--- config.mk ---
export PLATFORM = sky130hd
export DESIGN_NAME = dc_blocked_rms_meter_unit_flat
export DESIGN_NICKNAME = d
export VERILOG_FILES = /design/src/sv/dbrm_pkg.sv /design/src/sv/dbrm_if.sv /design/src/sv/dbrm_mul.sv /design/src/sv/dbrm_divsqrt.sv /design/src/sv/dc_blocked_rms_meter_unit.sv /design/src/flat_wrapper.sv
export VERILOG_INCLUDE_DIRS = /design/src /design/src/sv
export SDC_FILE = /design/constraint.sdc
export NUM_CORES = 2
export LEC_CHECK = 0
export CORE_MARGIN = 2
export CORE_UTILIZATION = 55
export CTS_CLUSTER_DIAMETER = 40
export DETAILED_ROUTE_END_ITERATION = 10
export DONT_BUFFER_PORTS = 1
export MAX_ROUTING_LAYER = met4
export PLACE_DENSITY = 0.7
export SYNTH_ARGS = -nofsm -noshare
export SYNTH_HDL_FRONTEND = slang
export SYNTH_SLANG_ARGS = --single-unit
--- constraint.sdc ---
create_clock -name clk_i -period 10 [get_ports clk_i]
set_input_delay 0 -clock clk_i [delete_from_list [all_inputs] [get_ports clk_i]]
set_output_delay 0 -clock clk_i [all_outputs]
set_load 0.02 [all_outputs]
--- src/sv/dc_blocked_rms_meter_unit_macros.svh ---
// Assertion macros shared by the meter's RTL files.
// They sample on clk_i and are disabled while rst_ni is low.
`ifndef DC_BLOCKED_RMS_METER_UNIT_MACROS_SVH
`define DC_BLOCKED_RMS_METER_UNIT_MACROS_SVH

// The consequent must hold in the same cycle as the antecedent.
`define DBRM_ASSERT_IMP(label, ante, cons, msg) \
  label: assert property (@(posedge clk_i) disable iff (!rst_ni) (ante) |-> (cons)) \
    else $error(msg);

// The consequent must hold in the cycle after the antecedent.
`define DBRM_ASSERT_NXT(label, ante, cons, msg) \
  label: assert property (@(posedge clk_i) disable iff (!rst_ni) (ante) |=> (cons)) \
    else $error(msg);

`endif

--- src/sv/dbrm_pkg.sv ---
package dbrm_pkg;

  localparam int MAX_BLOCK = 1024;
  localparam int ADC_BITS  = 12;

  localparam int COEF_W  = 16;
  localparam int OUT_W   = 16;
  localparam int Y_W     = 32;
  localparam int YEXT_W  = 35;
  localparam int MUL_W   = 33;
  localparam int PROD_W  = 2 * MUL_W;
  localparam int CNT_W   = $clog2(MAX_BLOCK + 1);
  localparam int SQ_W    = 47;
  localparam int SUM_W   = SQ_W + CNT_W - 1;
  localparam int MEAN_W  = SQ_W;
  localparam int ROOT_W  = 32;
  localparam int WORK_W  = 64;
  localparam int REM_W   = 34;
  localparam int CMP_W   = 36;
  localparam int CIDX_W  = 2;

  localparam int DIV_STEPS  = SUM_W;
  localparam int SQRT_STEPS = ROOT_W;
  localparam int STEP_W     = $clog2(DIV_STEPS + 1);

  localparam logic [COEF_W-1:0] POLE_RESET = 16'd65208;
  localparam logic [COEF_W-1:0] VPL_RESET  = 16'd2230;
  localparam logic [CNT_W-1:0]  CNT_FULL   = CNT_W'(MAX_BLOCK);

  typedef enum logic [CIDX_W-1:0] {
    CFG_POLE_COEFF    = 2'd0,
    CFG_VOLTS_PER_LSB = 2'd1
  } cfg_idx_e;

  typedef enum logic {
    DS_DIV  = 1'b0,
    DS_SQRT = 1'b1
  } ds_mode_e;

  typedef struct packed {
    logic     start;
    ds_mode_e mode;
  } ds_ctrl_t;

endpackage

--- src/sv/dbrm_if.sv ---
interface dbrm_in_if;
  logic                          valid;
  logic                          ready;
  logic [dbrm_pkg::ADC_BITS-1:0] sample;
  logic                          last;

  modport source (output valid, output sample, output last, input ready);
  modport sink (input valid, input sample, input last, output ready);
endinterface

interface dbrm_out_if;
  logic                       valid;
  logic                       ready;
  logic [dbrm_pkg::OUT_W-1:0] rms_volts;
  logic                       saturated;

  modport source (output valid, output rms_volts, output saturated, input ready);
  modport sink (input valid, input rms_volts, input saturated, output ready);
endinterface

interface dbrm_cfg_if;
  logic                        valid;
  logic                        ready;
  logic [dbrm_pkg::CIDX_W-1:0] index;
  logic [dbrm_pkg::COEF_W-1:0] data;

  modport source (output valid, output index, output data, input ready);
  modport sink (input valid, input index, input data, output ready);
endinterface

--- src/sv/dbrm_mul.sv ---
module dbrm_mul (
  input  logic                                clk_i,
  input  logic signed [dbrm_pkg::MUL_W-1:0]   a_i,
  input  logic signed [dbrm_pkg::MUL_W-1:0]   b_i,
  output logic signed [dbrm_pkg::PROD_W-1:0]  p_o
);

  logic signed [dbrm_pkg::PROD_W-1:0] p_q;

  always_ff @(posedge clk_i) begin
    p_q <= a_i * b_i;
  end

  assign p_o = p_q;

endmodule

--- src/sv/dbrm_divsqrt.sv ---
`include "dc_blocked_rms_meter_unit_macros.svh"

module dbrm_divsqrt (
  input  logic                            clk_i,
  input  logic                            rst_ni,
  input  dbrm_pkg::ds_ctrl_t              ctrl_i,
  input  logic [dbrm_pkg::SUM_W-1:0]      dividend_i,
  input  logic [dbrm_pkg::CNT_W-1:0]      divisor_i,
  input  logic [dbrm_pkg::MEAN_W-1:0]     radicand_i,
  output logic                            done_o,
  output logic [dbrm_pkg::SUM_W-1:0]      res_o
);

  logic                              busy_q;
  logic                              done_q;
  logic [dbrm_pkg::STEP_W-1:0]       step_q;
  dbrm_pkg::ds_mode_e                mode_q;
  logic [dbrm_pkg::WORK_W-1:0]       work_q;
  logic [dbrm_pkg::REM_W-1:0]        rem_q;
  logic [dbrm_pkg::SUM_W-1:0]        res_q;
  logic [dbrm_pkg::CNT_W-1:0]        den_q;

  logic [dbrm_pkg::CMP_W-1:0]        cand;
  logic [dbrm_pkg::CMP_W-1:0]        trial;
  logic [dbrm_pkg::CMP_W-1:0]        diff;
  logic                              ge;
  logic [dbrm_pkg::REM_W-1:0]        rem_nxt;
  logic [dbrm_pkg::WORK_W-1:0]       work_nxt;

  // One shared trial subtraction serves both the restoring divider and the
  // digit-by-digit square root.
  always_comb begin
    if (mode_q == dbrm_pkg::DS_SQRT) begin
      cand     = dbrm_pkg::CMP_W'({rem_q[dbrm_pkg::REM_W-2:0],
                                   work_q[dbrm_pkg::WORK_W-1:dbrm_pkg::WORK_W-2]});
      trial    = dbrm_pkg::CMP_W'({res_q[dbrm_pkg::ROOT_W-1:0], 2'b01});
      work_nxt = work_q << 2;
    end else begin
      cand     = dbrm_pkg::CMP_W'({rem_q[dbrm_pkg::CNT_W-1:0],
                                   work_q[dbrm_pkg::WORK_W-1]});
      trial    = dbrm_pkg::CMP_W'(den_q);
      work_nxt = work_q << 1;
    end
    diff    = cand - trial;
    ge      = ~diff[dbrm_pkg::CMP_W-1];
    rem_nxt = ge ? diff[dbrm_pkg::REM_W-1:0] : cand[dbrm_pkg::REM_W-1:0];
  end

  always_ff @(posedge clk_i or negedge rst_ni) begin
    if (!rst_ni) begin
      busy_q <= 1'b0;
      done_q <= 1'b0;
      step_q <= '0;
      mode_q <= dbrm_pkg::DS_DIV;
    end else begin
      done_q <= 1'b0;
      if (ctrl_i.start) begin
        busy_q <= 1'b1;
        mode_q <= ctrl_i.mode;
        step_q <= (ctrl_i.mode == dbrm_pkg::DS_SQRT) ?
                  dbrm_pkg::STEP_W'(dbrm_pkg::SQRT_STEPS) :
                  dbrm_pkg::STEP_W'(dbrm_pkg::DIV_STEPS);
      end else if (busy_q) begin
        step_q <= step_q - dbrm_pkg::STEP_W'(1);
        if (step_q == dbrm_pkg::STEP_W'(1)) begin
          busy_q <= 1'b0;
          done_q <= 1'b1;
        end
      end
    end
  end

  always_ff @(posedge clk_i) begin
    if (ctrl_i.start) begin
      rem_q <= '0;
      res_q <= '0;
      den_q <= divisor_i;
      if (ctrl_i.mode == dbrm_pkg::DS_SQRT) begin
        work_q <= dbrm_pkg::WORK_W'(radicand_i) << 16;
      end else begin
        work_q <= dbrm_pkg::WORK_W'(dividend_i) << (dbrm_pkg::WORK_W - dbrm_pkg::SUM_W);
      end
    end else if (busy_q) begin
      rem_q  <= rem_nxt;
      res_q  <= {res_q[dbrm_pkg::SUM_W-2:0], ge};
      work_q <= work_nxt;
    end
  end

  assign done_o = done_q;
  assign res_o  = res_q;

  `DBRM_ASSERT_NXT(a_start_busy, ctrl_i.start, busy_q, "Unit did not go busy after start.")
  `DBRM_ASSERT_IMP(a_done_idle, done_q, !busy_q, "Done raised while still iterating.")
  `DBRM_ASSERT_IMP(a_busy_steps, busy_q, step_q != '0, "Busy with no steps left.")

endmodule

--- src/sv/dc_blocked_rms_meter_unit.sv ---
// A sample passes the feedback multiply, filter, square multiply and accumulate states
// before the next sample can be taken. A sample flagged last then runs 57 divider steps,
// 32 root steps and the volts multiply on the shared units; its result is written once
// the result register is free, and only then is the next sample taken.
// Each sample uses two products on the shared multiplier.
// Reset clears the filter memory, the sum, the count and the output register, and
// loads the default coefficients.
`include "dc_blocked_rms_meter_unit_macros.svh"

module dc_blocked_rms_meter_unit (
  input  logic        clk_i,
  input  logic        rst_ni,
  dbrm_cfg_if.sink    cfg_i,
  dbrm_in_if.sink     in_i,
  dbrm_out_if.source  out_o
);

  typedef enum logic [3:0] {
    ST_IDLE,
    ST_MUL_FB,
    ST_FILT,
    ST_MUL_SQ,
    ST_ACC,
    ST_DIV_GO,
    ST_DIV_WAIT,
    ST_SQRT_GO,
    ST_SQRT_WAIT,
    ST_MUL_V,
    ST_VOLT
  } state_e;

  state_e                                state_q;
  logic [dbrm_pkg::COEF_W-1:0]           pole_q;
  logic [dbrm_pkg::COEF_W-1:0]           vpl_q;
  logic [dbrm_pkg::ADC_BITS-1:0]         x_q;
  logic                                  last_q;
  logic [dbrm_pkg::ADC_BITS-1:0]         prev_x_q;
  logic signed [dbrm_pkg::Y_W-1:0]       y_q;
  logic [dbrm_pkg::SUM_W-1:0]            sum_q;
  logic [dbrm_pkg::CNT_W-1:0]            cnt_q;
  logic                                  out_valid_q;
  logic [dbrm_pkg::OUT_W-1:0]            rms_q;
  logic                                  sat_q;

  logic signed [dbrm_pkg::MUL_W-1:0]     mul_a;
  logic signed [dbrm_pkg::MUL_W-1:0]     mul_b;
  logic signed [dbrm_pkg::PROD_W-1:0]    mul_p;
  logic [dbrm_pkg::Y_W-1:0]              y_mag;

  logic signed [48:0]                    fb_prod;
  logic signed [49:0]                    fb_rnd;
  logic signed [33:0]                    fb;
  logic signed [dbrm_pkg::ADC_BITS:0]    x_diff;
  logic signed [dbrm_pkg::YEXT_W-1:0]    y_wide;
  logic signed [dbrm_pkg::Y_W-1:0]       y_clamp;
  logic [62:0]                           sq_rnd;
  logic [dbrm_pkg::SQ_W-1:0]             sq;
  logic [48:0]                           v_rnd;
  logic [24:0]                           v_full;
  logic                                  v_sat;

  dbrm_pkg::ds_ctrl_t                    ds_ctrl;
  logic                                  ds_done;
  logic [dbrm_pkg::SUM_W-1:0]            ds_res;

  assign y_mag = y_q[dbrm_pkg::Y_W-1] ? (~y_q + dbrm_pkg::Y_W'(1)) : y_q;

  always_comb begin
    case (state_q)
      ST_MUL_FB: begin
        mul_a = dbrm_pkg::MUL_W'(pole_q);
        mul_b = dbrm_pkg::MUL_W'(y_q);
      end
      ST_MUL_SQ: begin
        mul_a = dbrm_pkg::MUL_W'(y_mag);
        mul_b = dbrm_pkg::MUL_W'(y_mag);
      end
      ST_MUL_V, ST_VOLT: begin
        mul_a = dbrm_pkg::MUL_W'(ds_res[dbrm_pkg::ROOT_W-1:0]);
        mul_b = dbrm_pkg::MUL_W'(vpl_q);
      end
      default: begin
        mul_a = '0;
        mul_b = '0;
      end
    endcase
  end

  dbrm_mul u_mul (
    .clk_i (clk_i),
    .a_i   (mul_a),
    .b_i   (mul_b),
    .p_o   (mul_p)
  );

  // The filter output rounds the feedback product to 16 fraction bits and
  // clamps the result to the signed 32-bit range.
  always_comb begin
    fb_prod = mul_p[48:0];
    fb_rnd  = 50'(fb_prod) + 50'sd32768;
    fb      = fb_rnd[49:16];
    x_diff  = $signed({1'b0, x_q}) - $signed({1'b0, prev_x_q});
    y_wide  = (dbrm_pkg::YEXT_W'(x_diff) <<< 16) + dbrm_pkg::YEXT_W'(fb);
    if (y_wide > 35'sd2147483647) begin
      y_clamp = 32'sh7fffffff;
    end else if (y_wide < -35'sd2147483648) begin
      y_clamp = 32'sh80000000;
    end else begin
      y_clamp = y_wide[dbrm_pkg::Y_W-1:0];
    end
  end

  assign sq_rnd = mul_p[62:0] + 63'd32768;
  assign sq     = sq_rnd[62:16];
  assign v_rnd  = 49'(mul_p[47:0]) + 49'd8388608;
  assign v_full = v_rnd[48:24];
  assign v_sat  = |v_full[24:16];

  assign ds_ctrl.start = (state_q == ST_DIV_GO) || (state_q == ST_SQRT_GO);
  assign ds_ctrl.mode  = (state_q == ST_SQRT_GO) ? dbrm_pkg::DS_SQRT : dbrm_pkg::DS_DIV;

  dbrm_divsqrt u_divsqrt (
    .clk_i      (clk_i),
    .rst_ni     (rst_ni),
    .ctrl_i     (ds_ctrl),
    .dividend_i (sum_q),
    .divisor_i  (cnt_q),
    .radicand_i (ds_res[dbrm_pkg::MEAN_W-1:0]),
    .done_o     (ds_done),
    .res_o      (ds_res)
  );

  always_ff @(posedge clk_i or negedge rst_ni) begin
    if (!rst_ni) begin
      state_q     <= ST_IDLE;
      pole_q      <= dbrm_pkg::POLE_RESET;
      vpl_q       <= dbrm_pkg::VPL_RESET;
      x_q         <= '0;
      last_q      <= 1'b0;
      prev_x_q    <= '0;
      y_q         <= '0;
      sum_q       <= '0;
      cnt_q       <= '0;
      out_valid_q <= 1'b0;
      rms_q       <= '0;
      sat_q       <= 1'b0;
    end else begin
      if (cfg_i.valid) begin
        case (cfg_i.index)
          dbrm_pkg::CFG_POLE_COEFF:    pole_q <= cfg_i.data;
          dbrm_pkg::CFG_VOLTS_PER_LSB: vpl_q  <= cfg_i.data;
          default: begin
          end
        endcase
      end
      if (out_valid_q && out_o.ready && (state_q != ST_VOLT)) begin
        out_valid_q <= 1'b0;
      end
      case (state_q)
        ST_IDLE: begin
          if (in_i.valid) begin
            x_q     <= in_i.sample;
            last_q  <= in_i.last;
            state_q <= ST_MUL_FB;
          end
        end
        ST_MUL_FB: state_q <= ST_FILT;
        ST_FILT: begin
          prev_x_q <= x_q;
          y_q      <= y_clamp;
          state_q  <= ST_MUL_SQ;
        end
        ST_MUL_SQ: state_q <= ST_ACC;
        ST_ACC: begin
          if (cnt_q != dbrm_pkg::CNT_FULL) begin
            sum_q <= sum_q + dbrm_pkg::SUM_W'(sq);
            cnt_q <= cnt_q + dbrm_pkg::CNT_W'(1);
          end
          state_q <= last_q ? ST_DIV_GO : ST_IDLE;
        end
        ST_DIV_GO: state_q <= ST_DIV_WAIT;
        ST_DIV_WAIT: begin
          if (ds_done) begin
            state_q <= ST_SQRT_GO;
          end
        end
        ST_SQRT_GO: state_q <= ST_SQRT_WAIT;
        ST_SQRT_WAIT: begin
          if (ds_done) begin
            state_q <= ST_MUL_V;
          end
        end
        ST_MUL_V: state_q <= ST_VOLT;
        ST_VOLT: begin
          if (!out_valid_q || out_o.ready) begin
            rms_q       <= v_sat ? {dbrm_pkg::OUT_W{1'b1}} : v_full[dbrm_pkg::OUT_W-1:0];
            sat_q       <= v_sat;
            out_valid_q <= 1'b1;
            sum_q       <= '0;
            cnt_q       <= '0;
            state_q     <= ST_IDLE;
          end
        end
        default: state_q <= ST_IDLE;
      endcase
    end
  end

  assign cfg_i.ready     = 1'b1;
  assign in_i.ready      = (state_q == ST_IDLE);
  assign out_o.valid     = out_valid_q;
  assign out_o.rms_volts = rms_q;
  assign out_o.saturated = sat_q;

  `DBRM_ASSERT_NXT(a_busy_after_in, in_i.valid && in_i.ready, !in_i.ready, "Ready stayed high after a sample transfer.")
  `DBRM_ASSERT_IMP(a_done_in_wait, ds_done, (state_q == ST_DIV_WAIT) || (state_q == ST_SQRT_WAIT), "Divide/root unit finished outside a wait state.")
  `DBRM_ASSERT_IMP(a_cnt_bound, 1'b1, cnt_q <= dbrm_pkg::CNT_FULL, "Sample count exceeded the block limit.")
  `DBRM_ASSERT_IMP(a_out_from_volt, $rose(out_valid_q), $past(state_q) == ST_VOLT, "Result appeared without a volts step.")

endmodule

--- src/flat_wrapper.sv ---
// flat-port wrapper written by rule: the top's interface ports become plain ports
module dc_blocked_rms_meter_unit_flat 
  (clk_i, rst_ni, cfg_i_valid, cfg_i_index, cfg_i_data, cfg_i_ready, in_i_valid, in_i_sample, in_i_last, in_i_ready, out_o_valid, out_o_rms_volts, out_o_saturated, out_o_ready);
  dbrm_cfg_if cfg_i_i ();
  dbrm_in_if in_i_i ();
  dbrm_out_if out_o_i ();
  input  logic clk_i;
  input  logic rst_ni;
  input wire logic [$bits(cfg_i_i.valid)-1:0] cfg_i_valid;
  input wire logic [$bits(cfg_i_i.index)-1:0] cfg_i_index;
  input wire logic [$bits(cfg_i_i.data)-1:0] cfg_i_data;
  output wire logic [$bits(cfg_i_i.ready)-1:0] cfg_i_ready;
  input wire logic [$bits(in_i_i.valid)-1:0] in_i_valid;
  input wire logic [$bits(in_i_i.sample)-1:0] in_i_sample;
  input wire logic [$bits(in_i_i.last)-1:0] in_i_last;
  output wire logic [$bits(in_i_i.ready)-1:0] in_i_ready;
  output wire logic [$bits(out_o_i.valid)-1:0] out_o_valid;
  output wire logic [$bits(out_o_i.rms_volts)-1:0] out_o_rms_volts;
  output wire logic [$bits(out_o_i.saturated)-1:0] out_o_saturated;
  input wire logic [$bits(out_o_i.ready)-1:0] out_o_ready;
  assign cfg_i_i.valid = cfg_i_valid;
  assign cfg_i_i.index = cfg_i_index;
  assign cfg_i_i.data = cfg_i_data;
  assign cfg_i_ready = cfg_i_i.ready;
  assign in_i_i.valid = in_i_valid;
  assign in_i_i.sample = in_i_sample;
  assign in_i_i.last = in_i_last;
  assign in_i_ready = in_i_i.ready;
  assign out_o_valid = out_o_i.valid;
  assign out_o_rms_volts = out_o_i.rms_volts;
  assign out_o_saturated = out_o_i.saturated;
  assign out_o_i.ready = out_o_ready;
  dc_blocked_rms_meter_unit u_core (.clk_i(clk_i), .rst_ni(rst_ni), .cfg_i(cfg_i_i), .in_i(in_i_i), .out_o(out_o_i));
endmodule
# Word-level counts from Yosys, hierarchy flattened

Index checks and enable logic that the tools add are counted.

Flip-flop bits (word level): 406
Input port bits: 36
Logic and storage cells: 110

$add $sub $neg: 10
Multiply operators: 1
Magnitude comparators: 2
Eq/ne operators: 19
Multiplexer cells: 38
Bitwise gates (word level): 2
Reduce and logical (&&, ||, !) cells: 17

Operator list:

| cell                     | number |
|---|---|
| $mux W64                 | 4 |
| $mux W57                 | 2 |
| $pmux W57 S2             | 1 |
| $pmux W33 S3             | 1 |
| $mux W32                 | 3 |
| $pmux W32 S3             | 1 |
| $add A63 B16 Y63 const B | 1 |
| $mul A33 B33 Y63         | 1 |
| $add A57 B47 Y57         | 1 |
| $add A49 B17 Y50 const B | 1 |
| $add A48 B24 Y49 const B | 1 |
| $pmux W4 S11             | 1 |
| $sub A35 B34 Y36         | 1 |
| $add A29 B34 Y35         | 1 |
| $gt A35 B32 Y1 const B   | 1 |
| $lt A35 B32 Y1 const B   | 1 |
| $mux W35                 | 1 |
| $mux W34                 | 1 |
| $mux W33                 | 1 |
| $add A32 B2 Y32 const B  | 1 |
| $not A32 Y32             | 1 |
| $mux W11                 | 2 |
| $pmux W11 S2             | 1 |
| $eq A4 B3 Y1 const B     | 4 |
| 30 further kinds         | 55 |

# Longest topological paths before layout

Word-level depth: 5
Mapped depth: 40
Depth with buffers taken out: 38

# By module

From an unflattened synthesis, not the netlist that was laid out.

Cells, all modules: 6,947
Area, all modules: 63,638.5 um^2

By module, submodules not included:

| module                    | times used | cells each | area an instance (um^2) | sequential area each (um^2) |
|---|---|---|---|---|
| dbrm_mul                  | 1          | 4,305      | 40,298.6                | 1,321.3 |
| dc_blocked_rms_meter_unit | 1          | 1,651      | 13,824.5                | 4,500.6 |
| dbrm_divsqrt              | 1          | 991        | 9,515.4                 | 4,068.9 |

# Worst setup path before layout

Ideal clock, no wire load.

Kind: register -> register
Start point: reg u_core.y_q[15] in the netlist's numbering
End point: reg u_core.u_mul.p_q (netlist bit u_core.u_mul.p_o[58])
Arrival: 10,393 ps
Setup slack: -466 ps
Cell stages (with the launch flop): 38
Buffers on the path: 2
Path through: dfrtp_1 -> buf_6 -> or3_4 -> or4_4 -> or4_1 -> or3_1 -> or4_4 -> o31ai_1 -> xor2_1 -> nor2_1 -> inv_2 -> nand2_2 -> clkbuf_1 -> nand2_1 -> fa_1 -> inv_1 -> fa_1 -> fa_1 -> [2 not listed] -> fa_1 -> fa_1 -> inv_1 -> fa_1 -> inv_1 -> ha_1 -> a21oi_1 -> nor2b_1 -> o21ai_0 -> nand2_1 -> a2111oi_0 -> a211oi_1 -> or2_2 -> a21o_1 -> a41oi_1 -> nand2_1 -> a221oi_1 -> xnor2_1

Longest elaborated chain between the ends: 5
Elaborated cells on any way between the ends: 6

Ends and longest elaborated chain:

| element                                      | line                             | text |
|---|---|---|
| start, declared                              | dc_blocked_rms_meter_unit.sv:38  | `logic signed [dbrm_pkg::Y_W-1:0] y_q;` |
| start signal, assigned                       | dc_blocked_rms_meter_unit.sv:170 | `y_q <= y_clamp;` |
| $not A32 Y32                                 | dc_blocked_rms_meter_unit.sv:66  | `assign y_mag = y_q[dbrm_pkg::Y_W-1] ? (~y_q + dbrm_pkg::Y_W'(1)) : y_q;` |
| $add A32 B2 Y32                              | dc_blocked_rms_meter_unit.sv:66  |  |
| $mux W32                                     | dc_blocked_rms_meter_unit.sv:66  |  |
| $pmux W32 S3 or $pmux W33 S3 (tied branches) | dc_blocked_rms_meter_unit.sv:69  | `case (state_q)` |
| $mul A33 B33 Y63 *                           | dbrm_mul.sv:11                   | `p_q <= a_i * b_i;` |
| end signal, assigned                         | dbrm_mul.sv:11                   |  |
| end, declared                                | dbrm_mul.sv:8                    | `logic signed [dbrm_pkg::PROD_W-1:0] p_q;` |

Mark *: on every way between the ends. The rest lies on a longest branch, timed or not.
A chain may end at the register's enable or synchronous reset.

# Worst setup path after layout

Start point: reg u_core.y_q[14] in the netlist's numbering
End point: reg u_core.u_mul.p_q (netlist bit u_core.u_mul.p_o[62])

The elaborated chain is that of the path after synthesis.

==> metrics.txt <==
status complete, but fails checks; failing checks negative setup slack; Synth Area in XOR/XNOR 3.96%; total track usage 37.4%; routed wire length 183000 um; commonest non-fill, non-tap cell in the layout inv_1; largest net degree at the start of global routing 189; Largest stage delay, worst path 580 ps; crit path from u_core.y_q[14]; 1st-iter DRT viols 3831; Max Clock Freq 0.0961 GHz; CP Buf/Inv Count 8; largest family of logic cells by synthesized area adder cells; fin crit share 104%; warnings from Yosys 0; CTS tree built; mux cell area share after synthesis 3.29%; ratio of cells with drive above 1 in the final layout 13.9%; GRT overflow 0; Post-synth EDFFs 68; maximum fanout along the worst path 7; kind of critical path reg -> reg; Die Y 322 um; Critical Path Start Type register; clk_lat worst skew 620 ps; max_cap viols 0; Core ar. 0.100 mm^2; reg-to-reg setup timing slack -410 ps; Crit path depth 37; worst r2r src u_core.y_q[14]; placed insts 7865; sequential area share after synthesis 16.7%; Crit Reg-Reg Endpoint u_core.u_mul.p_o[62]; Synth cell types 82; Die Width 322 um; clk_skew 38.5 ps; syn_area_per_cell 8.92 um^2; clk slew on worst S/H paths 60 ps; CTS max path bufs 3; Worst Max-Slew Pin Slew 1160 ps; Worst path slowest cell fa_1; Ports 56; Finished Cell Area 0.0644 mm^2; first-pass GRT wire length 282000 um; Routed Antenna Nets 0; Adder-Cell Fraction of Synth Area 42.2%; Max-slew headroom 22.7%; CP Capture Type register; vias in the first global route 47500; CP dominant cell by count fa_1; post-synthesis compound-gate area fraction 9.98%; die area 0.104 mm^2; Hold Path Class in -> async; global placement routability congestion 1.02; setup violators final 18; nets 7982; Num CTS Buffers 50; Rows 116; dpl hpwl 150000 um; simple-gate portion of the synthesized area 14.3%; starting density of the core 55.6%; initial antenna violation count 7; critical path endpoint u_core.u_mul.p_o[62]; Vias/cell 5.74; WP data required 10470 ps; Fin. Hold Viols 0; Post-Syn Area 0.0558 mm^2; port bufs 0; DR DRC count 0; CTS Root Cell clkbuf_16; most common flop cell mapped by yosys dfrtp_1; fin crit period 10410 ps; Crit path arrival time 10880 ps; Crit path max-delay family adder cells; Mapped Cells 6253; Slew Limit Fails 0; most frequent cells in the layout inv_1, fa_1, nor2_1; RSZ-0062 raised after global routing yes; Final Non-Filler Cells 8028; Synth-to-Final Area Change 15.4%; DR WL/cell 22.8 um; drt pass-1 iters 6; fill count 8474; clk sinks 384; asr flop ratio synth 49.0%; fin worst setup slack -410 ps; Post-DP Area 0.0614 mm^2; path depth of the worst reg2reg path 37; FF+latch count, synth 384; H-Tree Depth 2; DR vias 46100
worst register-to-register path: cells and delay by family, from the launching register on:
kind,cells,cell delay [ps]
XOR/XNOR,2,300
buffers and inverters,8,810
flip-flops,1,390
adder cells (fa/ha/maj),9,4440
AND/OR/NAND/NOR,10,2570
AO/OA/AOI/OAI,8,1700
cell type report:
type,count,area (um^2),share of cell area [%]
clock inverters,33,382,0.593
multi-input cells,4481,42200,65.5
repair buffers,597,5230,8.13
inverters,1108,4160,6.46
well taps,1357,1700,2.64
flip-flops and latches,384,9340,14.5
diodes,7,17.5,0.0272
clock buffers,61,1390,2.15
per-layer routing:
metal  track usage, %  part of all wire (%)
met1             47.4                    39
met4             21.7                   7.2
met2             57.3                    46
met3             5.44                   7.7
met5                -                     0
synth_stat cells, types with 62 or more instances:
cell	count	area share, %
xnor2_1	126	2.0
a211oi_1	62	0.83
clkbuf_1	248	1.7
a21o_1	79	1.1
dfrtp_1	171	7.7
dfxtp_1	128	4.6
nor2b_1	69	0.77
fa_1	931	33
mux2i_1	116	2.1
xor2_1	126	2.0
inv_1	1103	7.4
nand2_1	649	4.4
a21oi_1	301	2.7
ha_1	393	8.8
o21ai_0	147	1.3
edfxtp_1	68	3.7
nor2_1	797	5.4
sequential cells by signal (all words and copies together) (netlist names), 4 cells and up:
register and cells:
u_core.u_divsqrt.res_o 47, u_core.u_divsqrt.den_q 11, u_core.out_o.rms_volts 16, u_core.sum_q 57, u_core.vpl_q 16, u_core.prev_x_q 12
u_core.cnt_q 11, u_core.pole_q 16, u_core.u_divsqrt.work_q 57, u_core.u_divsqrt.rem_q 33, u_core.state_q 4, u_core.x_q 12
u_core.y_q 32, u_core.u_mul.p_o 48, u_core.u_divsqrt.step_q 6
stage by stage:
| stage | TNS, ps | setup slack (ps) | util, % | hold WS (ps) |
|---|---|---|---|---|
| floorplan | -5.38 | -5.38 | - | -296 |
| global placement | -8650 | -752 | 61.2 | -289 |
| detailed placement | -10240 | -811 | 61.2 | -283 |
| CTS | -3080 | -370 | 63.9 | 46.0 |
| global route | -10690 | -745 | 64.2 | 62.5 |
| finish | -4230 | -410 | 64.2 | 20.3 |
kinds of logic after synthesis:
| family | count (synthesis) |
|---|---|
| other | 2 |
| buffers and inverters | 1401 |
| AO/OA/AOI/OAI | 860 |
| multiplexers | 176 |
| XOR/XNOR | 252 |
| AND/OR/NAND/NOR | 1854 |
| adder cells (fa/ha/maj) | 1324 |
| flip-flops | 384 |
what timing repair did:
action / 4_1_cts / 5_1_grt
pin swaps: 83 / 63
gates cloned: 0 / 0
hold buffers: 40 / 0
setup endpoints to repair: 23 / 30
buffers inserted: 18 / 8
resized for setup: 80 / 55
endpoints found under the hold margin: 237 / 0
worst min path at each step:
stage | cells past startpoint | from | end
floorplan | 0 | rst_ni | u_core.cnt_q[0]
global placement | 0 | rst_ni | u_core.x_q[4]
detailed placement | 0 | rst_ni | u_core.x_q[0]
CTS | 2 | in_i_sample[6] | u_core.x_q[6]
global route | 2 | in_i_sample[4] | u_core.x_q[4]
finish | 2 | rst_ni | u_core.x_q[0]
Power is not shown: default switching activity piles up to over one toggle a cycle in this logic, so the estimate is an artifact.
